File: src/design/ascii_dec_hex_number_parser_defines.svh
// ----------------------------------------------------------------------------
// ascii_dec_hex_number_parser_defines
// assertion macros shared by the fifo and back modules of the number parser
// ----------------------------------------------------------------------------
`ifndef ASCII_DEC_HEX_NUMBER_PARSER_DEFINES_SVH
`define ASCII_DEC_HEX_NUMBER_PARSER_DEFINES_SVH

// property checked on every rising clk_i edge outside reset
`define ANP_ASSERT(lbl, prop, msg) \
  lbl: assert property (@(posedge clk_i) disable iff (!rst_ni) prop) else $error(msg);

// condition that must never hold outside reset
`define ANP_ASSERT_NEVER(lbl, cond, msg) \
  `ANP_ASSERT(lbl, !(cond), msg)

`endif

File: src/design/anp_pkg.sv
// ----------------------------------------------------------------------------
// anp_pkg
// types and constants of the ascii decimal / hex number parser
// ----------------------------------------------------------------------------
package anp_pkg;

  localparam int unsigned VALUE_BITS_DEFAULT = 32;
  localparam int unsigned FIFO_DEPTH_DEFAULT = 2;
  localparam int unsigned NUMBER_BITS        = 32;

  localparam logic [7:0] CH_ZERO    = 8'h30;
  localparam logic [7:0] CH_NINE    = 8'h39;
  localparam logic [7:0] CH_UPPER_A = 8'h41;
  localparam logic [7:0] CH_UPPER_F = 8'h46;
  localparam logic [7:0] CH_LOWER_A = 8'h61;
  localparam logic [7:0] CH_LOWER_F = 8'h66;
  localparam logic [7:0] CH_UPPER_X = 8'h58;
  localparam logic [7:0] CH_LOWER_X = 8'h78;

  localparam logic [3:0] LETTER_DIGIT_OFFSET = 4'd9;

  typedef struct packed {
    logic [7:0] char_code;
    logic       terminator;
  } anp_in_t;

  typedef struct packed {
    logic [NUMBER_BITS-1:0] number;
    logic                   parse_ok;
  } anp_out_t;

  typedef struct packed {
    logic       terminator;
    logic       is_dec;
    logic       is_hex_alpha;
    logic       is_x;
    logic [3:0] digit;
  } anp_cls_t;

endpackage

File: src/design/anp_front.sv
// ----------------------------------------------------------------------------
// anp_front
// accepts characters and classifies them into digit class and value
// ----------------------------------------------------------------------------
module anp_front (
  input  logic              clk_i,
  input  logic              rst_ni,
  input  logic              push_i,
  output logic              full_o,
  input  anp_pkg::anp_in_t  in_item_i,
  output logic              cls_valid_o,
  input  logic              cls_ready_i,
  output anp_pkg::anp_cls_t cls_o
);
  import anp_pkg::*;

  logic     vld_q, vld_d;
  anp_cls_t cls_q, cls_d;
  logic     take;
  logic [7:0] ch;

  assign ch     = in_item_i.char_code;
  assign full_o = vld_q && !cls_ready_i;
  assign take   = push_i && !full_o;

  always_comb begin
    cls_d.terminator   = in_item_i.terminator;
    cls_d.is_dec       = (ch >= CH_ZERO) && (ch <= CH_NINE);
    cls_d.is_hex_alpha = ((ch >= CH_LOWER_A) && (ch <= CH_LOWER_F)) ||
                         ((ch >= CH_UPPER_A) && (ch <= CH_UPPER_F));
    cls_d.is_x         = (ch == CH_LOWER_X) || (ch == CH_UPPER_X);
    if (cls_d.is_dec) begin
      cls_d.digit = ch[3:0];
    end else if (cls_d.is_hex_alpha) begin
      cls_d.digit = ch[3:0] + LETTER_DIGIT_OFFSET;
    end else begin
      cls_d.digit = 4'd0;
    end
  end

  always_comb begin
    vld_d = vld_q;
    if (take) begin
      vld_d = 1'b1;
    end else if (cls_ready_i) begin
      vld_d = 1'b0;
    end
  end

  always_ff @(posedge clk_i or negedge rst_ni) begin
    if (!rst_ni) begin
      vld_q <= 1'b0;
    end else begin
      vld_q <= vld_d;
    end
  end

  always_ff @(posedge clk_i) begin
    if (take) begin
      cls_q <= cls_d;
    end
  end

  assign cls_valid_o = vld_q;
  assign cls_o       = cls_q;

endmodule

File: src/design/anp_fifo.sv
// ----------------------------------------------------------------------------
// anp_fifo
// short queue between the classifying front and the accumulating back
// ----------------------------------------------------------------------------
`include "ascii_dec_hex_number_parser_defines.svh"

module anp_fifo #(
  parameter int unsigned DEPTH = anp_pkg::FIFO_DEPTH_DEFAULT
) (
  input  logic              clk_i,
  input  logic              rst_ni,
  input  logic              push_i,
  output logic              ready_o,
  input  anp_pkg::anp_cls_t data_i,
  output logic              valid_o,
  input  logic              pop_i,
  output anp_pkg::anp_cls_t data_o
);
  import anp_pkg::*;

  localparam int unsigned PW = (DEPTH > 1) ? $clog2(DEPTH) : 1;
  localparam int unsigned CW = $clog2(DEPTH + 1);

  anp_cls_t        mem_q [DEPTH];
  logic [PW-1:0]   wr_ptr_q, wr_ptr_d, rd_ptr_q, rd_ptr_d;
  logic [CW-1:0]   cnt_q, cnt_d;
  logic            do_push, do_pop;

  assign ready_o = (cnt_q != CW'(DEPTH));
  assign valid_o = (cnt_q != '0);
  assign do_push = push_i && ready_o;
  assign do_pop  = pop_i && valid_o;
  assign data_o  = mem_q[rd_ptr_q];

  always_comb begin
    wr_ptr_d = wr_ptr_q;
    rd_ptr_d = rd_ptr_q;
    cnt_d    = cnt_q;
    if (do_push) begin
      wr_ptr_d = (wr_ptr_q == PW'(DEPTH - 1)) ? '0 : wr_ptr_q + PW'(1);
    end
    if (do_pop) begin
      rd_ptr_d = (rd_ptr_q == PW'(DEPTH - 1)) ? '0 : rd_ptr_q + PW'(1);
    end
    if (do_push && !do_pop) begin
      cnt_d = cnt_q + CW'(1);
    end else if (do_pop && !do_push) begin
      cnt_d = cnt_q - CW'(1);
    end
  end

  always_ff @(posedge clk_i or negedge rst_ni) begin
    if (!rst_ni) begin
      wr_ptr_q <= '0;
      rd_ptr_q <= '0;
      cnt_q    <= '0;
    end else begin
      wr_ptr_q <= wr_ptr_d;
      rd_ptr_q <= rd_ptr_d;
      cnt_q    <= cnt_d;
    end
  end

  always_ff @(posedge clk_i) begin
    if (do_push) begin
      mem_q[wr_ptr_q] <= data_i;
    end
  end

  `ANP_ASSERT_NEVER(a_fifo_count_range, cnt_q > CW'(DEPTH), "fifo count beyond depth")

endmodule

File: src/design/anp_back.sv
// ----------------------------------------------------------------------------
// anp_back
// accumulates digits in base 10 or 16 and holds the result of a token
// ----------------------------------------------------------------------------
`include "ascii_dec_hex_number_parser_defines.svh"

module anp_back #(
  parameter int unsigned VALUE_BITS = anp_pkg::VALUE_BITS_DEFAULT
) (
  input  logic              clk_i,
  input  logic              rst_ni,
  input  logic              cls_valid_i,
  output logic              cls_ready_o,
  input  anp_pkg::anp_cls_t cls_i,
  output logic              empty_o,
  input  logic              pop_i,
  output anp_pkg::anp_out_t result_o
);
  import anp_pkg::*;

  localparam int unsigned PW = VALUE_BITS + 5;

  logic [VALUE_BITS-1:0] acc_q, acc_d;
  logic                  hex_q, hex_d;
  logic [1:0]            pos_q, pos_d;
  logic                  fz_q, fz_d;
  logic                  await_q, await_d;
  logic                  err_q, err_d;
  logic                  out_vld_q, out_vld_d;
  anp_out_t              out_q, out_d;

  logic                  take, is_prefix, digit_ok, ovf, ok;
  logic [PW-1:0]         acc_ext, prod;
  logic [VALUE_BITS+NUMBER_BITS-1:0] num_ext;

  assign cls_ready_o = !cls_i.terminator || !out_vld_q || pop_i;
  assign take        = cls_valid_i && cls_ready_o;

  assign acc_ext   = PW'(acc_q);
  assign prod      = (hex_q ? (acc_ext << 4) : ((acc_ext << 3) + (acc_ext << 1)))
                     + PW'(cls_i.digit);
  assign ovf       = |prod[PW-1:VALUE_BITS];
  assign is_prefix = (pos_q == 2'd1) && fz_q && !hex_q && cls_i.is_x;
  assign digit_ok  = cls_i.is_dec || (hex_q && cls_i.is_hex_alpha);
  assign ok        = !err_q && (pos_q != 2'd0) && !await_q;
  assign num_ext   = {{NUMBER_BITS{1'b0}}, acc_q};

  always_comb begin
    acc_d     = acc_q;
    hex_d     = hex_q;
    pos_d     = pos_q;
    fz_d      = fz_q;
    await_d   = await_q;
    err_d     = err_q;
    out_vld_d = out_vld_q && !pop_i;
    out_d     = out_q;
    if (take) begin
      if (cls_i.terminator) begin
        out_vld_d      = 1'b1;
        out_d.parse_ok = ok;
        out_d.number   = ok ? num_ext[NUMBER_BITS-1:0] : '0;
        acc_d          = '0;
        hex_d          = 1'b0;
        pos_d          = 2'd0;
        fz_d           = 1'b0;
        await_d        = 1'b0;
        err_d          = 1'b0;
      end else begin
        if (pos_q != 2'd2) begin
          pos_d = pos_q + 2'd1;
        end
        if (!err_q) begin
          if (is_prefix) begin
            hex_d   = 1'b1;
            await_d = 1'b1;
            acc_d   = '0;
          end else if (!digit_ok) begin
            err_d = 1'b1;
          end else begin
            if (pos_q == 2'd0) begin
              fz_d = (cls_i.digit == 4'd0);
            end
            if (ovf) begin
              err_d = 1'b1;
            end else begin
              acc_d   = prod[VALUE_BITS-1:0];
              await_d = 1'b0;
            end
          end
        end
      end
    end
  end

  always_ff @(posedge clk_i or negedge rst_ni) begin
    if (!rst_ni) begin
      acc_q     <= '0;
      hex_q     <= 1'b0;
      pos_q     <= 2'd0;
      fz_q      <= 1'b0;
      await_q   <= 1'b0;
      err_q     <= 1'b0;
      out_vld_q <= 1'b0;
    end else begin
      acc_q     <= acc_d;
      hex_q     <= hex_d;
      pos_q     <= pos_d;
      fz_q      <= fz_d;
      await_q   <= await_d;
      err_q     <= err_d;
      out_vld_q <= out_vld_d;
    end
  end

  always_ff @(posedge clk_i) begin
    out_q <= out_d;
  end

  assign empty_o  = !out_vld_q;
  assign result_o = out_q;

  `ANP_ASSERT(a_fail_gives_zero, out_vld_q && !out_q.parse_ok |-> out_q.number == '0,
              "failed parse with nonzero number")
  `ANP_ASSERT(a_await_in_hex, await_q |-> hex_q, "awaiting hex digit outside hex mode")
  `ANP_ASSERT(a_term_clears, take && cls_i.terminator |=> pos_q == 2'd0 && !err_q && !hex_q,
              "state not cleared after terminator")

endmodule

File: src/design/ascii_dec_hex_number_parser.sv
// ----------------------------------------------------------------------------
// ascii_dec_hex_number_parser
// parses a decimal or 0x-prefixed hex token, one character per transaction
// ----------------------------------------------------------------------------
// channel  | handshake                 | payload
// input    | push / full  (queue push) | in_item_i  : char_code, terminator
// result   | empty / pop  (queue pop)  | result_o   : number, parse_ok
//
// one item per cycle when not stalled; a character needs one shift-add in the back stage
// a terminator's result reaches the ports through the front register, then the queue,
// then the result register
// reset clears the token state and both queues at once, no clearing pass
// a waiting result holds back the next terminator and everything queued behind it
// ----------------------------------------------------------------------------
module ascii_dec_hex_number_parser #(
  parameter int unsigned VALUE_BITS = anp_pkg::VALUE_BITS_DEFAULT,
  parameter int unsigned FIFO_DEPTH = anp_pkg::FIFO_DEPTH_DEFAULT
) (
  input  logic              clk_i,
  input  logic              rst_ni,
  input  logic              push,
  output logic              full,
  input  anp_pkg::anp_in_t  in_item_i,
  output logic              empty,
  input  logic              pop,
  output anp_pkg::anp_out_t result_o
);
  import anp_pkg::*;

  logic     f_valid, f_ready;
  anp_cls_t f_cls;
  logic     q_valid, q_ready;
  anp_cls_t q_cls;

  anp_front u_front (
    .clk_i       (clk_i),
    .rst_ni      (rst_ni),
    .push_i      (push),
    .full_o      (full),
    .in_item_i   (in_item_i),
    .cls_valid_o (f_valid),
    .cls_ready_i (f_ready),
    .cls_o       (f_cls)
  );

  anp_fifo #(
    .DEPTH (FIFO_DEPTH)
  ) u_fifo (
    .clk_i   (clk_i),
    .rst_ni  (rst_ni),
    .push_i  (f_valid),
    .ready_o (f_ready),
    .data_i  (f_cls),
    .valid_o (q_valid),
    .pop_i   (q_ready),
    .data_o  (q_cls)
  );

  anp_back #(
    .VALUE_BITS (VALUE_BITS)
  ) u_back (
    .clk_i       (clk_i),
    .rst_ni      (rst_ni),
    .cls_valid_i (q_valid),
    .cls_ready_o (q_ready),
    .cls_i       (q_cls),
    .empty_o     (empty),
    .pop_i       (pop),
    .result_o    (result_o)
  );

endmodule

File: config.mk
export PLATFORM = sky130hd
export DESIGN_NAME = ascii_dec_hex_number_parser
export DESIGN_NICKNAME = d
export VERILOG_FILES = /design/src/design/anp_pkg.sv /design/src/design/anp_front.sv /design/src/design/anp_fifo.sv /design/src/design/anp_back.sv /design/src/design/ascii_dec_hex_number_parser.sv
export VERILOG_INCLUDE_DIRS = /design/src /design/src/design
export SDC_FILE = /design/constraint.sdc
export NUM_CORES = 1
export LEC_CHECK = 0
export ABC_AREA = 1
export CORE_MARGIN = 2
export CORE_UTILIZATION = 60
export CTS_BUF_LIST = sky130_fd_sc_hd__clkbuf_4
export DETAILED_ROUTE_END_ITERATION = 10
export DONT_BUFFER_PORTS = 1
export PLACE_DENSITY = 0.83
export SYNTH_ARGS = -nofsm -noshare
export SYNTH_HDL_FRONTEND = slang
export SYNTH_HIERARCHICAL = 1
export SYNTH_SLANG_ARGS = --single-unit
File: constraint.sdc
create_clock -name clk_i -period 4.57 [get_ports clk_i]
set_input_delay 0.457 -clock clk_i [delete_from_list [all_inputs] [get_ports clk_i]]
set_output_delay 0.457 -clock clk_i [all_outputs]
set_load 0.02 [all_outputs]
==> results.toml <==
[outcome]
status = "complete, no violations"

[die]
core_um2 = 14000
pin_count = 48
start_util_pct = 62.1
dieArea_um2 = 15500
die-height_um = 124
rows = 43
die_w_um = 124

[setup_path]
crit_type = "reg -> reg"
worstPathMaxFanout = 34
r2r-start = "u_back/acc_q[2]$_DFFE_PN0P_"
crit_slowest_cell = "fa_1"
worstPathArrival_ps = 4460
path_common_cell = "nand2_1"
start_kind = "flop"
cp.required_ps = 4970
crit_path_start = "u_back/acc_q[2]$_DFFE_PN0P_"
rrSetupSlack_ps = 510
end_kind = "flop"
critical-path-max-stage-delay_ps = 500
path_cells = "ha_1, fa_1, xor2_1, o21ai_1, nor2_1, nand2_1, nor2_1, nand3_2, nor2_4, nand2_1, nor2_4, nand2_2, o21bai_2, nand2_1, nor2_4, nand2_4, nand2_4, nand2_1, nand2_1"

[sta]
grt_setup_unrepaired = "false"
skew_ps = 26.5
finalSetupViolCount = 0
max_slew_margin_pct = 24.1
max_freq_ghz = 0.247
min_period_over_period_pct = 88.8
finalMaxSlewViolations = 0
worstMarginPinSlew_ps = 1140
min_period_ps = 4060
tns_ps = 0
hold_violations = 0

[placement]
hpwlAfterDp_um = 18100
dpl-instance-area_um2 = 8810
dp.cells = 1512
io_buffers = 0
gp_congestion = 0.978

[global_routing]
gr-total-overflow = 0
grt_pass1_wl_um = 37400
grt_max_degree = 45
grt_antenna_before_repair = 1
grt_usage_pct = 30.0
grt_pass1_vias = 7810

[yosys]
yosysWarnings = 6
synth_top_area_cell = "nand2_1"
avgSynthCellArea_um2 = 6.42
synth_area_um2 = 8690
syn_inst = 1353
synth_top_cells_by_area = "nand2_1 21%, edfxtp_1 20%, dfrtp_1 13%, inv_1 9.2%, nand3_1 7.8%"
yosysSeqAreaShare_pct = 32.4
synth_seq_cells = 101
synth_fp_nets = 1408
yosysTopAreaCellShare_pct = 21.5
synth.distinct_cells = 44

[layout]
drive_above_1_share_pct = 8.07
layout_common_cells = "497 x nand2_1, 212 x inv_1, 140 x nor2_1"
instances_no_fill = 1531
fin_area_um2 = 9010
finalNetCount = 1400
syn_to_final_growth_pct = 3.76
postLayoutCoreUtil_pct = 64.4
layout_commonest_cell = "nand2_1"

[worst_hold_path]
hold_path_class = "in -> reg"
min_from = "pop"

[routing]
vias = 8312
antenna_left = 0
drt-pass1-iter-count = 6
viasPerCell = 5.43
wl_per_cell_um = 15.1
drt_wl_total_um = 23200
drc = 0
initialDrtViolationCount = 816

[power_and_ir_drop]
pwr-share-seq_pct = 32.1
internal_power_mw = 2.53
power_frac_clock_pct = 9.6
finalPower_mw = 5.55
switching_share_pct = 54.4
ir_drop_mv = 0.551
comb_power_share_pct = 58.3
p_switching_mw = 3.02
powerDensity_nw_per_um2 = 616
leakagePower_nw = 4.62

[cts]
root_buffer = "clkbuf_4"
cts_sinks = 101
path_clk_slew_ps = 140
clock_latency_ps = 480
cts_tree = "done"
h-tree-depth = 3
post-cts-setup-buffer-count = 0
clockBufferDepth = 2
numCtsBuffers = 9

[job]
cap_violations = 0
-- worst max-delay path, delay by kind of cell (launching register included) --
kind                     cells  cell delay, ps
flip-flops                   1             460
XOR/XNOR                     1             250
adder cells (fa/ha/maj)      2             800
AO/OA/AOI/OAI                2             260
AND/OR/NAND/NOR             14            2220
-- Yosys cell counts, drive strengths merged --
| master | n |
|---|---|
| a31oi | 2 |
| or2 | 1 |
| buf | 14 |
| inv | 225 |
| nand4 | 22 |
| xnor2 | 2 |
| o32ai | 1 |
| dfrtp | 44 |
| ha | 40 |
| o21ai | 19 |
| clkbuf | 11 |
| a21oi | 30 |
| nand3 | 147 |
| nand2 | 526 |
| nor3b | 1 |
| and2 | 4 |
| o22ai | 1 |
| o21a | 1 |
| nor2 | 169 |
| a211oi | 1 |
| fa | 2 |
| nor3 | 10 |
| xor2 | 14 |
| clkinv | 5 |
| o21bai | 1 |
| nand3b | 1 |
| edfxtp | 57 |
| nor4 | 2 |
-- what timing repair did --
action	in CTS	in global routing
gates resized for setup	0	1
hold buffers	2	0
hold endpoints to repair	44	0
setup endpoints to repair	0	2
-- logic make-up (layout without fill, tap and decap cells) --
group,count (synthesis),in the layout,share of synthesized area [%]
other cells,0,1,0
compound gates,56,56,3.53
flops,101,101,32.4
simple gates,883,883,44.6
xor+xnor,16,16,1.70
fa+ha+maj,42,42,6.22
buf+inv,255,252,11.5
-- per-layer routing --
metal | vias up | GRT usage [%] | share of wire, %
li1 | 4198 | - | -
met1 | 3752 | 41.0 | 44
met2 | 318 | 48.4 | 46
met3 | 44 | 4.81 | 7.8
met4 | 0 | 10.9 | 2.6
met5 | - | 0 | 0
-- worst paths after layout --
check / depth (start not counted) / end
worst max register to register: 19 / u_back/acc_q[5]$_DFFE_PN0P_
worst max-delay path: 19 / u_back/acc_q[5]$_DFFE_PN0P_
worst min-delay path: 1 / u_back/out_vld_q$_DFF_PN0_
max in group asynchronous: 2 / u_back/acc_q[31]$_DFFE_PN0P_
worst min register to register: 0 / u_fifo/mem_q[1][6]$_DFFE_PP_
min in group asynchronous: 2 / u_back/acc_q[19]$_DFFE_PN0P_
-- state kept, by name, indices dropped and copies added, names as in the netlist --
name                 cells
u_fifo/cnt_q             2
u_back/fz_q              1
u_fifo/mem_q            16
u_back/err_q             1
u_front/cls_o            8
u_back/result_o         33
u_back/hex_q             1
u_back/await_q           1
u_back/out_vld_q         1
u_back/pos_q             2
u_fifo/wr_ptr_q          1
u_fifo/rd_ptr_q          1
u_back/acc_q            32
u_front/cls_valid_o      1
-- power groups by stage --
stage          Combinational (mW)  Sequential [mW]  Clock, mW
2_1_floorplan                2.51             1.67          0
3_3_place_gp                 3.07             1.78          0
3_5_place_dp                 3.13             1.79          0
4_1_cts                      3.16             1.77      0.550
5_1_grt                      3.59             1.81      0.583
6_report                     3.23             1.78      0.535
-- through the flow --
step           hold slack (ps)  setup slack, ps
3_5_place_dp               163              438
2_1_floorplan              161             1090
4_1_cts                   39.4              410
6_report                  79.2              514
3_3_place_gp               163              522
5_1_grt                   38.3              195
-- layout make-up --
cell class                      instances  area, um^2
Antenna cell                            1        2.50
Clock buffer                           12        90.1
Tap cell                              180         225
Clock inverter                          4        72.6
Multi-Input combinational cell        997        4880
Inverter                              230         866
Fill cell                            1302        4970
Timing Repair Buffer                    6        67.6
Sequential cell                       101        2810
Note: power is estimated with default switching activity, not from simulation.
